File: config.mk
export PLATFORM = sky130hd
export DESIGN_NAME = c_escape_sequence_decoder_core
export DESIGN_NICKNAME = d
export VERILOG_FILES = /design/src/design/cesd_pkg.sv /design/src/design/cesd_front.sv /design/src/design/cesd_queue.sv /design/src/design/cesd_back.sv /design/src/design/c_escape_sequence_decoder_core.sv
export SDC_FILE = /design/constraint.sdc
export NUM_CORES = 1
export LEC_CHECK = 0
export ABC_CLOCK_PERIOD_IN_PS = 6900
export BUFFER_PORTS_ARGS = -buffer_cell sky130_fd_sc_hd__buf_4
export CAP_MARGIN = 5
export CORE_MARGIN = 4
export CORE_UTILIZATION = 26
export CTS_CLUSTER_DIAMETER = 40
export DETAILED_ROUTE_END_ITERATION = 12
export PLACE_DENSITY = 0.49
export SYNTH_ARGS = -nofsm -noshare
export SYNTH_HDL_FRONTEND = slang
export SYNTH_HIERARCHICAL = 1
export SYNTH_SLANG_ARGS = --single-unit
File: constraint.sdc
create_clock -name clk -period 6.9 [get_ports clk]
set_input_delay 1.38 -clock clk [delete_from_list [all_inputs] [get_ports clk]]
set_output_delay 1.38 -clock clk [all_outputs]
set_load 0.01 [all_outputs]
File: src/design/cesd_pkg.sv
package cesd_pkg;

  typedef struct packed {
    logic [7:0] in_byte;
    logic       end_of_text;
  } in_item_t;

  typedef struct packed {
    logic [7:0] char_value;
    logic       bad_escape;
    logic       byte_used;
    logic       last_of_run;
  } out_item_t;

  // All results caused by one input byte, queued as one entry.
  typedef struct packed {
    logic      two;
    out_item_t first;
    out_item_t second;
  } run_t;

  typedef struct packed {
    logic can_push;
    logic has_data;
  } q_stat_t;

endpackage

File: src/design/cesd_front.sv
module cesd_front import cesd_pkg::*; (
  input  logic     clk,
  input  logic     rst_n,
  input  logic     in_valid,
  output logic     in_ready,
  input  in_item_t in_data,
  input  q_stat_t  q_stat,
  output logic     push,
  output run_t     push_run
);

  typedef enum logic [2:0] {
    PH_IDLE = 3'd0,
    PH_BSL  = 3'd1,
    PH_HEX0 = 3'd2,
    PH_HEX1 = 3'd3,
    PH_OCT1 = 3'd4,
    PH_OCT2 = 3'd5
  } phase_t;

  localparam logic [7:0] CH_BSL = 8'h5C;
  localparam logic [7:0] CH_X   = 8'h78;
  localparam logic [7:0] CH_8   = 8'h38;
  localparam logic [7:0] CH_9   = 8'h39;
  localparam logic [7:0] CH_NUL = 8'h00;

  phase_t     phase_r, phase_nxt;
  logic [5:0] accum_r, accum_nxt;

  logic [7:0] b;
  logic       eot;
  logic       take;
  logic       hex_ok;
  logic [3:0] hex_d;
  logic       oct_ok;
  logic [2:0] oct_d;
  logic       idle_plain;
  logic       idle_has;
  phase_t     idle_ph;
  out_item_t  idle_res;
  logic       has_res;
  logic       redo;
  out_item_t  res0;
  run_t       run;

  function automatic out_item_t mk(input logic [7:0] val, input logic bad, input logic used);
    out_item_t r;
    r.char_value  = bad ? 8'd0 : val;
    r.bad_escape  = bad;
    r.byte_used   = used;
    r.last_of_run = 1'b0;
    return r;
  endfunction

  function automatic logic [7:0] simple_esc(input logic [7:0] c);
    logic [7:0] r;
    case (c)
      "a":     r = 8'd7;
      "b":     r = 8'd8;
      "f":     r = 8'd12;
      "n":     r = 8'd10;
      "r":     r = 8'd13;
      "t":     r = 8'd9;
      "v":     r = 8'd11;
      default: r = c;
    endcase
    return r;
  endfunction

  assign b        = in_data.in_byte;
  assign eot      = in_data.end_of_text;
  assign in_ready = q_stat.can_push;
  assign take     = in_valid && in_ready;

  always_comb begin
    case (b) inside
      ["0":"9"]:           begin hex_ok = 1'b1; hex_d = b[3:0];        end
      ["a":"f"], ["A":"F"]: begin hex_ok = 1'b1; hex_d = b[3:0] + 4'd9; end
      default:             begin hex_ok = 1'b0; hex_d = 4'd0;          end
    endcase
  end

  assign oct_ok = (b[7:3] == 5'b00110);
  assign oct_d  = b[2:0];

  // Fresh decode of the byte as if no escape were pending.
  assign idle_plain = (b != CH_BSL);
  assign idle_has   = idle_plain || eot;
  assign idle_ph    = idle_has ? PH_IDLE : PH_BSL;
  assign idle_res   = mk(idle_plain ? b : 8'd0, !idle_plain, 1'b1);

  always_comb begin
    phase_nxt = PH_IDLE;
    accum_nxt = accum_r;
    has_res   = 1'b0;
    redo      = 1'b0;
    res0      = idle_res;
    case (phase_r)
      PH_BSL: begin
        if (b == CH_X) begin
          if (eot) begin
            has_res = 1'b1; res0 = mk(8'd0, 1'b1, 1'b1);
          end else begin
            phase_nxt = PH_HEX0;
          end
        end else if (b inside {CH_8, CH_9}) begin
          has_res = 1'b1; res0 = mk(b, 1'b0, 1'b1);
        end else if (oct_ok) begin
          if (eot) begin
            has_res = 1'b1; res0 = mk({5'd0, oct_d}, 1'b0, 1'b1);
          end else begin
            accum_nxt = {3'd0, oct_d};
            phase_nxt = PH_OCT1;
          end
        end else if (b == CH_NUL) begin
          has_res = 1'b1; res0 = mk(8'd0, 1'b1, 1'b1);
        end else begin
          has_res = 1'b1; res0 = mk(simple_esc(b), 1'b0, 1'b1);
        end
      end
      PH_HEX0: begin
        if (hex_ok) begin
          if (eot) begin
            has_res = 1'b1; res0 = mk({4'd0, hex_d}, 1'b0, 1'b1);
          end else begin
            accum_nxt = {2'd0, hex_d};
            phase_nxt = PH_HEX1;
          end
        end else begin
          has_res = 1'b1; redo = 1'b1; res0 = mk(8'd0, 1'b1, 1'b0);
        end
      end
      PH_HEX1: begin
        has_res = 1'b1;
        if (hex_ok) begin
          res0 = mk({accum_r[3:0], hex_d}, 1'b0, 1'b1);
        end else begin
          redo = 1'b1; res0 = mk({2'd0, accum_r}, 1'b0, 1'b0);
        end
      end
      PH_OCT1: begin
        if (oct_ok) begin
          if (eot) begin
            has_res = 1'b1; res0 = mk({2'd0, accum_r[2:0], oct_d}, 1'b0, 1'b1);
          end else begin
            accum_nxt = {accum_r[2:0], oct_d};
            phase_nxt = PH_OCT2;
          end
        end else begin
          has_res = 1'b1; redo = 1'b1; res0 = mk({2'd0, accum_r}, 1'b0, 1'b0);
        end
      end
      PH_OCT2: begin
        has_res = 1'b1;
        if (oct_ok) begin
          // first digit 4..7 overflows a byte
          res0 = mk({accum_r[4:0], oct_d}, accum_r[5], 1'b1);
        end else begin
          redo = 1'b1; res0 = mk({2'd0, accum_r}, 1'b0, 1'b0);
        end
      end
      default: begin
        has_res   = idle_has;
        res0      = idle_res;
        phase_nxt = idle_ph;
      end
    endcase
    if (redo) begin
      phase_nxt = idle_ph;
    end
  end

  always_comb begin
    run.two    = redo && idle_has;
    run.first  = res0;
    run.second = idle_res;
    if (run.two) begin
      run.second.last_of_run = 1'b1;
    end else begin
      run.first.last_of_run = 1'b1;
    end
  end

  assign push     = take && has_res;
  assign push_run = run;

  always_ff @(posedge clk) begin
    if (!rst_n) begin
      phase_r <= PH_IDLE;
      accum_r <= 6'd0;
    end else if (take) begin
      phase_r <= phase_nxt;
      accum_r <= accum_nxt;
    end
  end

endmodule

File: src/design/cesd_queue.sv
module cesd_queue import cesd_pkg::*; #(
  parameter int DEPTH = 4
) (
  input  logic    clk,
  input  logic    rst_n,
  input  logic    push,
  input  run_t    push_run,
  input  logic    pop,
  output run_t    head,
  output q_stat_t q_stat
);

  localparam int AW = (DEPTH > 1) ? $clog2(DEPTH) : 1;
  localparam int CW = $clog2(DEPTH + 1);

  run_t          mem_r [DEPTH];
  logic [AW-1:0] wr_ptr_r, wr_ptr_nxt;
  logic [AW-1:0] rd_ptr_r, rd_ptr_nxt;
  logic [CW-1:0] count_r, count_nxt;

  assign wr_ptr_nxt = (wr_ptr_r == AW'(DEPTH - 1)) ? '0 : wr_ptr_r + 1'b1;
  assign rd_ptr_nxt = (rd_ptr_r == AW'(DEPTH - 1)) ? '0 : rd_ptr_r + 1'b1;

  always_comb begin
    count_nxt = count_r;
    if (push && !pop) begin
      count_nxt = count_r + 1'b1;
    end else if (pop && !push) begin
      count_nxt = count_r - 1'b1;
    end
  end

  assign head            = mem_r[rd_ptr_r];
  assign q_stat.can_push = (count_r != CW'(DEPTH));
  assign q_stat.has_data = (count_r != '0);

  always_ff @(posedge clk) begin
    if (push) begin
      mem_r[wr_ptr_r] <= push_run;
    end
  end

  always_ff @(posedge clk) begin
    if (!rst_n) begin
      wr_ptr_r <= '0;
      rd_ptr_r <= '0;
      count_r  <= '0;
    end else begin
      if (push) begin
        wr_ptr_r <= wr_ptr_nxt;
      end
      if (pop) begin
        rd_ptr_r <= rd_ptr_nxt;
      end
      count_r <= count_nxt;
    end
  end

endmodule

File: src/design/cesd_back.sv
module cesd_back import cesd_pkg::*; (
  input  logic      clk,
  input  logic      rst_n,
  input  q_stat_t   q_stat,
  input  run_t      head,
  output logic      pop,
  output logic      out_valid,
  input  logic      out_ready,
  output out_item_t out_data
);

  logic      out_valid_r;
  logic      pend_r;
  out_item_t out_data_r;
  out_item_t second_r;
  logic      load;

  assign load      = !out_valid_r || out_ready;
  assign pop       = load && !pend_r && q_stat.has_data;
  assign out_valid = out_valid_r;
  assign out_data  = out_data_r;

  always_ff @(posedge clk) begin
    if (!rst_n) begin
      out_valid_r <= 1'b0;
      pend_r      <= 1'b0;
    end else if (load) begin
      if (pend_r) begin
        out_valid_r <= 1'b1;
        pend_r      <= 1'b0;
      end else begin
        out_valid_r <= q_stat.has_data;
        pend_r      <= q_stat.has_data && head.two;
      end
    end
  end

  always_ff @(posedge clk) begin
    if (load) begin
      if (pend_r) begin
        out_data_r <= second_r;
      end else if (q_stat.has_data) begin
        out_data_r <= head.first;
        second_r   <= head.second;
      end
    end
  end

endmodule

File: src/design/c_escape_sequence_decoder_core.sv
// Decodes C character-literal text, one byte per input transfer, into
// character values: plain bytes, simple escapes, \x hex (one or two digits)
// and octal (one to three digits), flagging bad escapes with a zero value.
// The front decoder accepts a byte every cycle as long as its run queue
// (QUEUE_DEPTH entries) has room. A byte yields zero, one or two results;
// the output register drives one result per cycle while out_ready allows,
// so a byte that both closes an escape and is decoded afresh gives the
// output two results to send, and a long stretch of such bytes is paced by
// the output. Bytes that only advance an escape give no result. A result
// passes from the input transfer through a queue entry, then the output register.
module c_escape_sequence_decoder_core import cesd_pkg::*; #(
  parameter int QUEUE_DEPTH = 4
) (
  input  logic      clk,
  input  logic      rst_n,
  input  logic      in_valid,
  output logic      in_ready,
  input  in_item_t  in_data,
  output logic      out_valid,
  input  logic      out_ready,
  output out_item_t out_data
);

  q_stat_t q_stat;
  logic    push;
  run_t    push_run;
  logic    pop;
  run_t    head;

  // Front: escape state machine; each accepted byte that gives results
  // becomes one queue entry holding up to two results.
  cesd_front u_front (
    .clk      (clk),
    .rst_n    (rst_n),
    .in_valid (in_valid),
    .in_ready (in_ready),
    .in_data  (in_data),
    .q_stat   (q_stat),
    .push     (push),
    .push_run (push_run)
  );

  // Run queue decouples decode from output backpressure.
  cesd_queue #(
    .DEPTH (QUEUE_DEPTH)
  ) u_queue (
    .clk      (clk),
    .rst_n    (rst_n),
    .push     (push),
    .push_run (push_run),
    .pop      (pop),
    .head     (head),
    .q_stat   (q_stat)
  );

  // Back: splits each run into single result transfers.
  cesd_back u_back (
    .clk       (clk),
    .rst_n     (rst_n),
    .q_stat    (q_stat),
    .head      (head),
    .pop       (pop),
    .out_valid (out_valid),
    .out_ready (out_ready),
    .out_data  (out_data)
  );

`ifndef ASSERT_OFF
  a_push_room: assert property (@(posedge clk) disable iff (!rst_n)
    push |-> q_stat.can_push)
    else $error("queue push while full");

  a_pop_data: assert property (@(posedge clk) disable iff (!rst_n)
    pop |-> q_stat.has_data)
    else $error("queue pop while empty");

  a_second_follows: assert property (@(posedge clk) disable iff (!rst_n)
    (out_valid && out_ready && !out_data.last_of_run)
      |=> (out_valid && out_data.last_of_run))
    else $error("second result of a run did not follow");
`endif

endmodule
# Word level (Yosys, flattened, before mapping)
# Memories as Yosys holds them, arrays and structs flattened. A register that Yosys moved wholly into a read port is not among the register bits.
# Cells that the tools add are included.
# classes
n_addsub	5
n_lt_le_gt_ge	6
eq_ne	28
n_mux	64
bitwise	1
n_reduce_logical	31
# op_table
cell	count
$mux 11	14
$eq 8x7->1 const B	8
$pmux 8 s7	1
$pmux 11 s5	1
$mux 6	8
$mux 3	10
$pmux 6 s3	1
$eq 8x6->1 const B	2
$ge 8x7->1 const B	2
$le 8x7->1 const B	2
$mux 1	16
$mux 8	2
$mux 2	6
$pmux 3 s4	1
$logic_and 1x1->1	11
$ne 2x2->1 const B	5
$reduce_and 10->1	1
$ge 8x6->1 const B	1
$le 8x6->1 const B	1
$logic_not 8->1	1
$mux 4	2
$ne 8x7->1 const B	1
$reduce_or 2->1	4
$eq 3x2->1 const B	2
other kinds (19)	32
# word_totals
reg_bits	40
ramBits	88
in_bits	13
output_inout_bits	13
memories	1
# memory_table
memory	depth	word_bits	rd	rd_ports_with_merged_regs	wr	line	rtl
u_queue.mem_r	4	22	1	1	1	cesd_queue.sv:16	run_t mem_r [DEPTH];

# Longest topological paths before layout
# Gate-level depths: netlist of the first run.
# depth
depth_word	12
depth_mapped	15

# Hierarchy
# Netlist of the first run, hierarchy kept.
# modules_own_cells
mod	n_inst	cells_each	area_each_um2	seq_area_each_um2
cesd_queue	1	165	3812.4	2942.8
cesd_front	1	250	1694.1	180.2
cesd_back	1	46	945.9	700.7

# Worst setup path before layout of the first run
# No wires, ideal clock.
# synth_path
path_type	in2reg
startpoint	in in_data[2] in the netlist's numbering
endpoint	reg u_queue.count_r[2]
arrival_ns	4.294
setup_slack_ns	2.530
cell_stages	15
path_cell_list	buf_6 inv_1 ha_1 nand2b_1 o211a_1 o211ai_1 nor2b_1 nand2_1 a21oi_1 ha_1 inv_1 fa_1 xor2_1 or3_1 a21boi_0
# synth_via
elab_chain_len	11
# synth_rtl
item	line	rtl
from (decl)	c_escape_sequence_decoder_core.sv:18	input in_item_t in_data,
$ge 8x7->1 (no source line) or $le 8x7->1 (tied branches)	--	
$logic_and 1x1->1 (no source line)	--	
$reduce_or 2->1	cesd_front.sv:76	case (b) inside
$mux 1 (2 in series)	cesd_front.sv:76	
$mux 1	cesd_front.sv:122	if (hex_ok) begin
$pmux 1 s4 *	cesd_front.sv:98	case (phase_r)
$logic_and 1x1->1 *	cesd_front.sv:184	assign push = take && has_res;
named net push	c_escape_sequence_decoder_core.sv:25	logic push;
$logic_not 1->1	cesd_queue.sv:28	end else if (pop && !push) begin
$logic_and 1x1->1	cesd_queue.sv:28	
$reduce_bool 2->1 (no source line)	--	
to (signal assigned)	cesd_queue.sv:55	count_r <= count_nxt;
to (decl)	cesd_queue.sv:19	logic [CW-1:0] count_r, count_nxt;
# Mark *: on every way through the listed nets, which the timed path passes. The rest lies on a longest branch.
# A chain may end at the register's enable or synchronous reset.

# Final worst setup path of the first run
# layout_path
startpoint	in in_data[1] in the netlist's numbering
endpoint	reg u_queue.count_r[2]
# Same word-level chain as after synthesis.

==> flow_summary_export.csv, run 1 <==
group,metric,value,unit
global_routing,grt_usage,0.110,
die,io_pins,26,
clock_network,cts_hold_buf,0,
yosys,synth-edff-count,114,
power,power,2550,uW
yosys,synth_xor_area_frac,0.00271,
clock_network,path_clk_slew,0.07,ns
power,vdd_drop_max,0.000171,V
outcome,outcome,"complete, no violations",
power,power_density,342,mW/mm^2
die,rows,57,
yosys,synth_top_family_by_area,"simple AND/OR/NAND/NOR gates",
timing,min_period_over_period,0.675,
power,p_sw_frac,0.279,
cells_and_area,antenna_cells,0,
timing,setup-violations-final,0,
die,die_w,166,um
clock_network,cts_tree,"yes",
cells_and_area,nets,512,
critical_path,cp_max_fo,9,
timing,max_freq,215,MHz
yosys,yosys_warnings,6,
power,power_frac_seq,0.434,
timing,drv_slew,0,
die,core_area,0.0244,mm^2
yosys,ys_ff_latch,134,
flow_run,cap_violations,0,
yosys,synth_cells,461,
yosys,syn_area_per_cell,14.0,um^2
yosys,synth_area,0.00645,mm^2
power,combPwrFrac,0.219,
yosys,synthArstFlopShare,0,
detailed_routing,firstDrtPassIters,5,
global_routing,grt_pass1_vias,3971,
detailed_routing,first_iter_violations,365,
timing,maxSlewHeadroom,0.199,
global_routing,overflow,0,
place,dpl.hpwl,9670,um
critical_path,r2r_start,"u_front/phase_r[1]",
timing,fin_hold_ws,0.525,ns
global_routing,antenna_found_initial,0,
detailed_routing,num_vias,4002,
yosys,ys_seq_area_frac,0.593,
yosys,synth_fa_ha_area_frac,0.0225,
clock_network,insertion_delay,0.41,ns
yosys,ys_types,80,
die,die_h,166,um
clock_network,cts-root-buf,"clkbuf_16",
yosys,muxShareOfSynthArea,0.118,
detailed_routing,drcViolationCount,0,
clock_network,cts_resized,0,
detailed_routing,wl,14300,um
critical_path,rrSetupSlack,3.53,ns
detailed_routing,vias_per_cell,4.85,
yosys,yosys_most_used_dff,"edfxtp_1",
power,cell_internal_pwr,1840,uW
power,total_leakage_power,0.00251,uW
global_routing,grt_pass1_wl,22800,um
critical_path,r2r_end,"u_queue/count_r[2]",
detailed_routing,routedWlPerCell,17.3,um
clock_network,htreeDepth,4,
cells_and_area,fillers,2456,
timing,period_needed,4.66,ns
clock_network,cts_buffers,17,
cells_and_area,layout_common_cells,"edfxtp_1, buf_4, nor2_1",
die,dieArea,0.0274,mm^2
timing,finalHoldViolations,0,
critical_path,worstPathArrival,4.99,ns
global_routing,grt_start_max_net_pins,24,
timing,fin_skew,0.0106,ns
worst_hold_path,hold_path_startpoint,"u_front/accum_r[4]",
timing,fin_setup_tns,0,ns
critical_path,setup.worst_path.class,"primary input to register",
worst_hold_path,worst_hold_path_type,"register to register",
worst_hold_path,hold_depth,2,
critical_path,start_kind,"primary input",
power,p_switching,713,uW
detailed_routing,drt.antenna.violating_nets,0,
clock_network,cts_setup_buffers,0,
clock_network,cts.sinks,134,
cells_and_area,syn_to_final_growth,15.8,%
critical_path,worst_ep_required_time,7.23,ns
yosys,synth_compound_area_frac,0.0983,
cells_and_area,mostFrequentLayoutCell,"edfxtp_1",
clock_network,cts_max_path_buffers,2,
critical_path,endpoint_kind,"register",
power,power_frac_clock,0.346,
place,pre_cts_slack,1.87,ns
yosys,syn_nets,485,
critical_path,reg2reg_depth,12,
place,io_buffers,25,
worst_hold_path,holdPathEnd,"u_front/accum_r[4]",
timing,fin_ws,2.24,ns
place,gp_routability_congestion,0.893,
cells_and_area,drive_gt1_frac,0.236,
die,start_util,0.265,
timing,tightest_slew,1.19,ns
yosys,synth-simple-area-share,0.123,
timing,grt_setup_unrepaired,"no",
==> cells in the mapped netlist (5+ instances only) <==
| cell | number | area, um^2 |
|---|---|---|
| a21oi_1 | 14 | 70.1 |
| and2_1 | 7 | 43.8 |
| buf_6 | 5 | 56.3 |
| clkbuf_1 | 7 | 26.3 |
| dfxtp_1 | 20 | 400 |
| edfxtp_1 | 114 | 3420 |
| ha_1 | 10 | 125 |
| inv_1 | 13 | 48.8 |
| mux2_2 | 7 | 78.8 |
| mux2i_1 | 9 | 90.1 |
| mux4_2 | 20 | 450 |
| nand2_1 | 28 | 105 |
| nand2b_1 | 6 | 37.5 |
| nand3_1 | 14 | 70.1 |
| nor2_1 | 32 | 120 |
| nor2b_1 | 10 | 62.6 |
| nor3_1 | 8 | 40.0 |
| o211ai_1 | 5 | 37.5 |
| o21ai_0 | 22 | 110 |
| or3_1 | 5 | 31.3 |
==> layout make-up <==
type	instances	area, um^2	area share
flip-flops and latches	134	3820	0.512
clock buffers	17	425	0.0569
multi-input cells	288	2350	0.315
inverters	14	52.6	0.00703
clock inverters	15	161	0.0216
repair buffers	33	248	0.0332
well taps	324	405	0.0543
==> state kept, by name, indices dropped and copies added (netlist names), named ones only <==
name,cells
u_queue/mem_r,92
u_back/out_data,11
u_front/accum_r,6
u_queue/count_r,3
u_queue/rd_ptr_r,2
u_back/pend_r,1
u_back/out_valid,1
u_queue/wr_ptr_r,2
u_back/second_r,11
u_front/phase_r,3
==> kinds of logic (layout without fill, tap and decap cells) <==
| logic type | after synthesis | after routing |
|---|---|---|
| other | 1 | 1 |
| adders and majority gates | 11 | 11 |
| buffers and inverters | 39 | 79 |
| muxes | 43 | 43 |
| xor gates and xnor gates | 2 | 2 |
| and+or+nand+nor | 140 | 140 |
| DFF | 134 | 134 |
| AOI/OAI and AO/OA | 91 | 91 |
==> power groups by stage <==
stage	Combinational [uW]	Sequential, uW	Clock, uW
2_1_floorplan	420	1120	0
6_report	560	1110	884
3_5_place_dp	577	1130	0
5_1_grt	619	1120	944
4_1_cts	579	1110	911
3_3_place_gp	568	1120	0
==> critical path, stage by stage <==
cell	delay, ns
buf_4	0.14
inv_1	0.16
ha_1	0.36
nand2b_1	0.16
o211a_1	0.31
o211ai_1	0.36
nor2b_1	0.22
nand2_1	0.10
a21oi_1	0.45
ha_1	0.28
inv_1	0.06
fa_1	0.38
xor2_1	0.16
or3_1	0.31
a21boi_0	0.16
==> metal layers <==
layer / up-vias / part of all wire / global-route usage
met2: 141 / 0.47 / 0.170
met1: 1993 / 0.47 / 0.153
li1: 1849 / - / -
met3: 19 / 0.045 / 0.0248
met4: 0 / 0.016 / 0.0405
met5: - / 0 / 0
==> worst max-delay path by stage <==
stage                    endpoint  slack [ns]        from  depth (start not counted)
3_5_place_dp   u_queue/count_r[2]        1.87  in_data[1]                         15
6_report       u_queue/count_r[2]        2.24  in_data[1]                         15
5_1_grt        u_queue/count_r[2]        1.95  in_data[1]                         15
2_1_floorplan  u_queue/count_r[2]        2.53  in_data[2]                         15
3_3_place_gp   u_queue/count_r[2]        2.06  in_data[1]                         15
4_1_cts        u_queue/count_r[2]        2.29  in_data[1]                         15
==> metrics by stage <==
stage	cell area, um^2	cells	utilization
after floorplan	6450	461	-
after global placement	6880	793	0.282
after detailed placement	6880	793	0.282
after CTS	7470	825	0.306
after global routing	7470	825	0.306
final	7470	825	0.306
No activity file was read; power rests on OpenSTA's default activity.
==> run 2, diff against run 1 <==
--- a/config.mk
+++ b/config.mk
@@ -5,14 +5,14 @@
 export SDC_FILE = /design/constraint.sdc
 export NUM_CORES = 1
 export LEC_CHECK = 0
-export ABC_CLOCK_PERIOD_IN_PS = 6900
+export ABC_CLOCK_PERIOD_IN_PS = 4000
 export BUFFER_PORTS_ARGS = -buffer_cell sky130_fd_sc_hd__buf_4
 export CAP_MARGIN = 5
 export CORE_MARGIN = 4
 export CORE_UTILIZATION = 26
 export CTS_CLUSTER_DIAMETER = 40
 export DETAILED_ROUTE_END_ITERATION = 12
-export PLACE_DENSITY = 0.49
+export PLACE_DENSITY = 0.51
 export SYNTH_ARGS = -nofsm -noshare
 export SYNTH_HDL_FRONTEND = slang
 export SYNTH_HIERARCHICAL = 1
==> constraint.sdc (replaced) <==
create_clock -name clk -period 4 [get_ports clk]
set_input_delay 0.8 -clock clk [delete_from_list [all_inputs] [get_ports clk]]
set_output_delay 0.8 -clock clk [all_outputs]
set_load 0.01 [all_outputs]
==> flow_summary_export.csv, run 2 (synthesis gave the netlist of run 1 again) <==
group,metric,value,unit
detailed_routing,num_vias,4021,
critical_path,endpoint_kind,"register",
cells_and_area,design_area,0.00770,mm^2
cells_and_area,largest-register,"u_queue/mem_r",
cells_and_area,largest_reg_flops,92,
power,total_leakage_power,0.00263,uW
cells_and_area,antenna_cells,0,
flow_run,cap_violations,0,
global_routing,grt_usage,0.117,
clock_network,insertion_delay,0.42,ns
cells_and_area,mostFrequentLayoutCell,"edfxtp_1",
clock_network,cts_buffers,17,
detailed_routing,firstDrtPassIters,5,
place,dpl.hpwl,10500,um
clock_network,path_clk_slew,0.05,ns
power,power,4800,uW
timing,grt_setup_unrepaired,"no",
outcome,outcome,"complete, no violations",
die,die_w,166,um
global_routing,grt_pass1_wl,24200,um
clock_network,cts_tree,"yes",
die,io_pins,26,
critical_path,cp_max_fo,11,
power,vdd_drop_max,0.000233,V
timing,maxSlewHeadroom,0.275,
critical_path,worst_ep_required_time,4.33,ns
power,power_density,624,mW/mm^2
place,gp_routability_congestion,0.887,
timing,fin_setup_tns,0,ns
critical_path,start_kind,"primary input",
global_routing,antenna_found_initial,0,
clock_network,cts_max_path_buffers,2,
clock_network,cts-root-buf,"clkbuf_16",
die,rows,57,
die,core_area,0.0244,mm^2
timing,setup-violations-final,0,
detailed_routing,first_iter_violations,321,
detailed_routing,drcViolationCount,0,
global_routing,grt_pass1_vias,4009,
global_routing,grt_start_max_net_pins,24,
cells_and_area,utilization,0.316,
clock_network,htreeDepth,4,
cells_and_area,nets,523,
cells_and_area,drive_gt1_frac,0.246,
critical_path,worstPathArrival,3.72,ns
place,io_buffers,25,
clock_network,cts.sinks,134,
clock_network,cts_hold_buf,0,
cells_and_area,fillers,2438,
cells_and_area,multi_input_area,0.00235,mm^2
timing,max_freq,295,MHz
timing,tightest_slew,1.08,ns
detailed_routing,wl,15400,um
detailed_routing,routedWlPerCell,18.4,um
critical_path,setup.worst_path.class,"primary input to register",
clock_network,cts_setup_buffers,0,
worst_hold_path,worst_hold_path_type,"register to register",
die,start_util,0.265,
timing,period_needed,3.39,ns
cells_and_area,regArea,0.00382,mm^2
timing,fin_skew,0.0129,ns
cells_and_area,syn_to_final_growth,19.3,%
global_routing,overflow,0,
die,dieArea,0.0274,mm^2
timing,min_period_over_period,0.847,
detailed_routing,vias_per_cell,4.81,
cells_and_area,layout_common_cells,"edfxtp_1, buf_4, nor2_1",
detailed_routing,drt.antenna.violating_nets,0,
timing,fin_hold_ws,0.522,ns
clock_network,cts_resized,0,
die,die_h,166,um
place,dpl-instance-area,0.00698,mm^2
timing,finalHoldViolations,0,
timing,drv_slew,0,
==> run 2: path summary, 6_finish.rpt <==
check                      from  slack (ns)                 end  cells past startpoint
max                  in_data[2]        0.61  u_queue/count_r[2]                     16
min reg2reg  u_queue/count_r[2]        0.52  u_queue/count_r[2]                      2
min          u_queue/count_r[2]        0.52  u_queue/count_r[2]                      2
max reg2reg  u_front/phase_r[1]        0.96  u_queue/count_r[2]                     12
==> run 2: metal layers <==
metal	global-route usage	share of wire	up-vias
met1	0.164	0.47	2037
met4	0.0281	0.0082	0
met2	0.185	0.48	110
met5	0	0	-
met3	0.0276	0.041	10
li1	-	-	1864
==> run 2: worst max-delay path, stage by stage <==
cell	delay [ns]
buf_4	0.14
inv_1	0.09
ha_1	0.28
o21bai_1	0.16
buf_4	0.15
a21oi_4	0.06
o211ai_1	0.23
nor2b_1	0.19
nand2_1	0.12
a21oi_1	0.22
ha_1	0.22
inv_1	0.06
fa_1	0.37
xor2_1	0.15
or3_1	0.30
a21boi_0	0.17
==> run 2: cell type report <==
cell class	count	area share
well taps	324	0.0527
flip-flops and latches	134	0.497
clock buffers	18	0.0558
repair buffers	44	0.0458
multi-input cells	288	0.306
clock inverters	14	0.0362
inverters	14	0.00683
==> run 2: report_power, final <==
part / internal (uW) / switching [uW] / leakage [uW]
Sequential: 1820 / 102 / 0.00118
Clock: 1290 / 590 / 0.000343
Combinational: 494 / 502 / 0.00111
==> run 2: through the flow <==
stage,cells,worst slack [ns]
after global routing,836,0.362
after CTS,835,0.620
final,836,0.614
after global placement,803,0.342
after detailed placement,803,0.196
after floorplan,461,0.210
